[config.mk]
export PLATFORM = sky130hd
export DESIGN_NAME = cpr_in_reg
export DESIGN_NICKNAME = d
export VERILOG_FILES = /design/src/rtl/cpr_pkg.sv /design/src/rtl/cpr_in_reg.sv
export SDC_FILE = /design/constraint.sdc
export NUM_CORES = 1
export LEC_CHECK = 0
export BUFFER_PORTS_ARGS = -buffer_cell sky130_fd_sc_hd__buf_2
export CORE_AREA = 5 5 42 44
export CTS_CLUSTER_SIZE = 14
export DETAILED_ROUTE_END_ITERATION = 8
export DIE_AREA = 0 0 47 49
export PLACE_DENSITY = 0.81
export SLEW_MARGIN = 20
export SYNTH_ARGS = -nofsm -noshare
export SYNTH_HDL_FRONTEND = slang
export SYNTH_SLANG_ARGS = --single-unit
[constraint.sdc]
create_clock -name i_clk -period 1.55 [get_ports i_clk]
set_input_delay 0.2325 -clock i_clk [delete_from_list [all_inputs] [get_ports i_clk]]
set_output_delay 0.2325 -clock i_clk [all_outputs]
set_load 0.05 [all_outputs]
[src/rtl/cpr_pkg.sv]
package cpr_pkg;

    localparam int BUF_DEPTH_DEF     = 4096;
    localparam int PIO_THRESHOLD_DEF = 16;
    localparam int SCNT_W            = 19;

    typedef enum logic [1:0] {
        REQ_WRITE = 2'd0,
        REQ_READ  = 2'd1,
        REQ_PIO   = 2'd2,
        REQ_DRAIN = 2'd3
    } t_req_kind;

    typedef struct packed {
        t_req_kind   kind;
        logic [4:0]  index;
        logic [7:0]  data;
    } t_req;

    typedef struct packed {
        logic irq;
        logic int_flag;
        logic ready;
    } t_status;

    localparam logic [4:0] REG_FORMAT   = 5'd8;
    localparam logic [4:0] REG_CONFIG   = 5'd9;
    localparam logic [4:0] REG_PIN_CTRL = 5'd10;
    localparam logic [4:0] REG_TEST     = 5'd11;
    localparam logic [4:0] REG_MODE     = 5'd12;
    localparam logic [4:0] REG_BASE_HI  = 5'd14;
    localparam logic [4:0] REG_BASE_LO  = 5'd15;
    localparam logic [4:0] REG_STATUS   = 5'd24;
    localparam logic [4:0] REG_VERSION  = 5'd25;

    localparam logic [7:0] B_PEN   = 8'h01;
    localparam logic [7:0] B_CEN   = 8'h02;
    localparam logic [7:0] B_PPIO  = 8'h40;
    localparam logic [7:0] B_IEN   = 8'h02;
    localparam logic [7:0] B_PI    = 8'h10;
    localparam logic [7:0] B_CI    = 8'h20;
    localparam logic [7:0] B_TI    = 8'h40;

    localparam logic [7:0] STATUS_KEEP = 8'h0f;
    localparam logic [7:0] MODE_MASK   = 8'h40;
    localparam logic [7:0] MODE_FIXED  = 8'h8a;
    localparam logic [2:0] FMT_ADPCM   = 3'b101;
    localparam logic [2:0] FMT_16_LE   = 3'b010;
    localparam logic [2:0] FMT_16_BE   = 3'b110;

endpackage

[src/rtl/cpr_in_reg.sv]
module cpr_in_reg
    import cpr_pkg::*;
(
    input  logic       i_clk,
    input  logic       i_rst_n,
    input  logic       i_valid,
    output logic       o_ready,
    input  t_req       i_req,
    input  logic       i_advance,
    output logic       o_req_valid,
    output t_req       o_req
);

    logic r_valid;
    t_req r_req;

    assign o_ready     = !r_valid || i_advance;
    assign o_req_valid = r_valid;
    assign o_req       = r_req;

    always_ff @(posedge i_clk) begin
        if (!i_rst_n) begin
            r_valid <= 1'b0;
        end else if (o_ready) begin
            r_valid <= i_valid;
        end
    end

    always_ff @(posedge i_clk) begin
        if (o_ready && i_valid) begin
            r_req <= i_req;
        end
    end

endmodule

==> summary.md <==
| Metric | Value |
|---|---|
| Outcome | `finished, final reports clean` |
| Fin crit period | `1.18 ns` |
| Fin area | `729 um2` |
| Number of clock sinks | `16` |
| Total track usage | `9.08%` |
| Setup WS post-layout | `around 0.37 ns` |
| RSZ-0062 raised after global routing | `false` |
| Arrival time of data at the critical path endpoint | `0.95 ns` |
| Worst setup EP type | `primary output` |
| Max-cap violations | `0` |
| CTS Buf Count | `3` |
| Synth warn | `0` |
| Crit start category | `flip-flop` |
| Antenna-violating nets left | `0` |
| Total Nets Final | `79` |
| Root Driver | `clkbuf_4` |
| Slew Limit Fails | `0` |
| Fin Clk Skew | `0.00262 ns` |
| Die area | `approximately 0.0023 mm2` |
| R2r setup slk | `0.57 ns` |
| Setup Buffers After CTS | `0` |
| Synthesized cell area | `roughly 510 um2` |
| Yosys reg bits | `16` |
| Routed wire length | `1.01 mm` |
| Synth unique cells | `6` |
| Worst slack, placed | `0.528 ns` |
| Fmax | `~850 MHz` |
| Tot Pwr | `~0.88 mW` |
| CP Class | `flip-flop to primary output` |
| Clock-pin transition on the worst setup and hold timing paths | `0.09 ns` |
| DR pass1 iterations | `4` |
| Mapped Cells | `20` |
| Die extent in x | `around 47 um` |
| Worst hold path class | `input port to flip-flop` |
| Synth area leaders | `edfxtp_1 89%, dfxtp_1 3.9%, nand2b_4 2.7%` |
| Final hold vios | `0` |
| Number of DRC markers in iteration 0 | `5` |
| Crit path required time | `between 1 and 1.5 ns` |
| Static Leak | `0.326 nW` |
| Vias/cell | `~4.3` |
| DRC viols | `0` |
| Syn_nets | `39` |
| Initial Util | `between 30% and 40%` |
| Post-CTS Hold Buffers | `0` |
| Share of layout cells above drive strength 1 | `69.5%` |
| ANT cells | `0` |
| TritonCTS clock tree | `done` |
| Filler cell count | `131` |
| Via count | `323` |
| Largest net degree at the start of global routing | `16` |
| Clk buf depth | `2` |
| Total negative slack | `0 ns` |
| Area of the multi-input gates | `approximately 34 um2` |
| Row Count | `14` |
| First-pass GRT wire length | `1.42 mm` |
| Chip height | `between 40 and 50 um` |
| Post-CTS Resized | `0` |
| Clock latency on the worst-skew pair | `0.27 ns` |
| Mapped Avg Cell Area | `25.4 um2` |
| Setup violators final | `0` |
| Register area share after synthesis | `92.6%` |
| Dpl cells | `71` |
| Slew @ Worst Pin | `0.255 ns` |
| H-tree depth | `1` |
| Number of global-route vias before repair | `318` |
| Yosys top cell area share | `88.7%` |
| Placed Area | `703 um2` |
| Initial antenna violation count | `0` |
| Non-Filler Instances | `75` |
| Cell Pwr Density | `1200 mW/mm2` |
| Synth area leader | `edfxtp_1` |
| Layout area overhead | `43.6%` |
| Reg area | `~470 um2` |
| Global placer's final weighted congestion | `roughly 0.62` |
| Final Cycle Share | `about three quarters` |
| IO buf count | `35` |
| Worst vdd ir | `0.505 mV` |
| Routed wire per std cell | `13.5 um` |
| Max FO, Critical Path | `3` |
| I/O pin count | `36` |
| Core area | `approximately 0.0014 mm2` |
| Rel. slew slack | `83.1%` |
| GRT overflow | `0` |
## flip-flops by register name, indices dropped and copies added, names as in the netlist
signal,count
o_req_valid,1
o_req,15
## cells in the final DEF (no fill, tap or decap)
| cell | n |
|---|---|
| and2_4 | 1 |
| dfxtp_1 | 1 |
| clkbuf_4 | 3 |
| inv_1 | 1 |
| edfxtp_1 | 15 |
| nand2b_4 | 1 |
| a21boi_2 | 1 |
| clkbuf_1 | 1 |
| buf_2 | 35 |
## area by class of cell
type | count | share of cell area [%]
tap | 16 | 2.74
multi-input combinational | 3 | 4.63
inverter | 1 | 0.515
timing repair buffer | 35 | 24.0
sequential | 16 | 64.5
clock buffer | 4 | 3.60
## worst paths after layout
check | startpoint | end | cells after the start
setup / recovery | o_req_valid$_SDFFE_PN0P_ | o_ready | 2
hold / removal | i_req[4] | o_req[4]$_DFFE_PP_ | 1
setup reg to reg | o_req_valid$_SDFFE_PN0P_ | o_req[12]$_DFFE_PP_ | 2
hold reg to reg | o_req_valid$_SDFFE_PN0P_ | o_req_valid$_SDFFE_PN0P_ | 2
## cells in the mapped netlist
| master | n |
|---|---|
| a21boi_2 | 1 |
| and2_4 | 1 |
| dfxtp_1 | 1 |
| edfxtp_1 | 15 |
| inv_1 | 1 |
| nand2b_4 | 1 |
## stage by stage
step	hold slack (ns)	utilization, %
3_5_place_dp	0.411	50.2
2_1_floorplan	0.331	-
5_1_grt	0.107	52.1
4_1_cts	0.120	52.1
3_3_place_gp	0.411	50.2
6_report	0.126	52.1
## per-layer routing
layer	GRT usage, %	wire length (um)
met5	0	0
met4	4.15	0
met3	4.06	132
met2	14.0	514
met1	10.4	363
## power breakdown
group / internal, mW / total, mW / switching (mW)
clock: 0.0996 / 0.215 / 0.115
combinational: 0.0381 / 0.154 / 0.116
sequential: 0.502 / 0.508 / 0.00697
## cells by family after synthesis
family	after synthesis	share of synthesized area, %
simple gates	2	4.43
buf+inv	1	0.738
flops	16	92.6
compound gates	1	2.22
## worst max-delay path, cell delays in order (launching register included)
cell	delay [ns]
dfxtp_1	0.34
nand2b_4	0.08
buf_2	0.26
(Power assumes the default switching activity.)
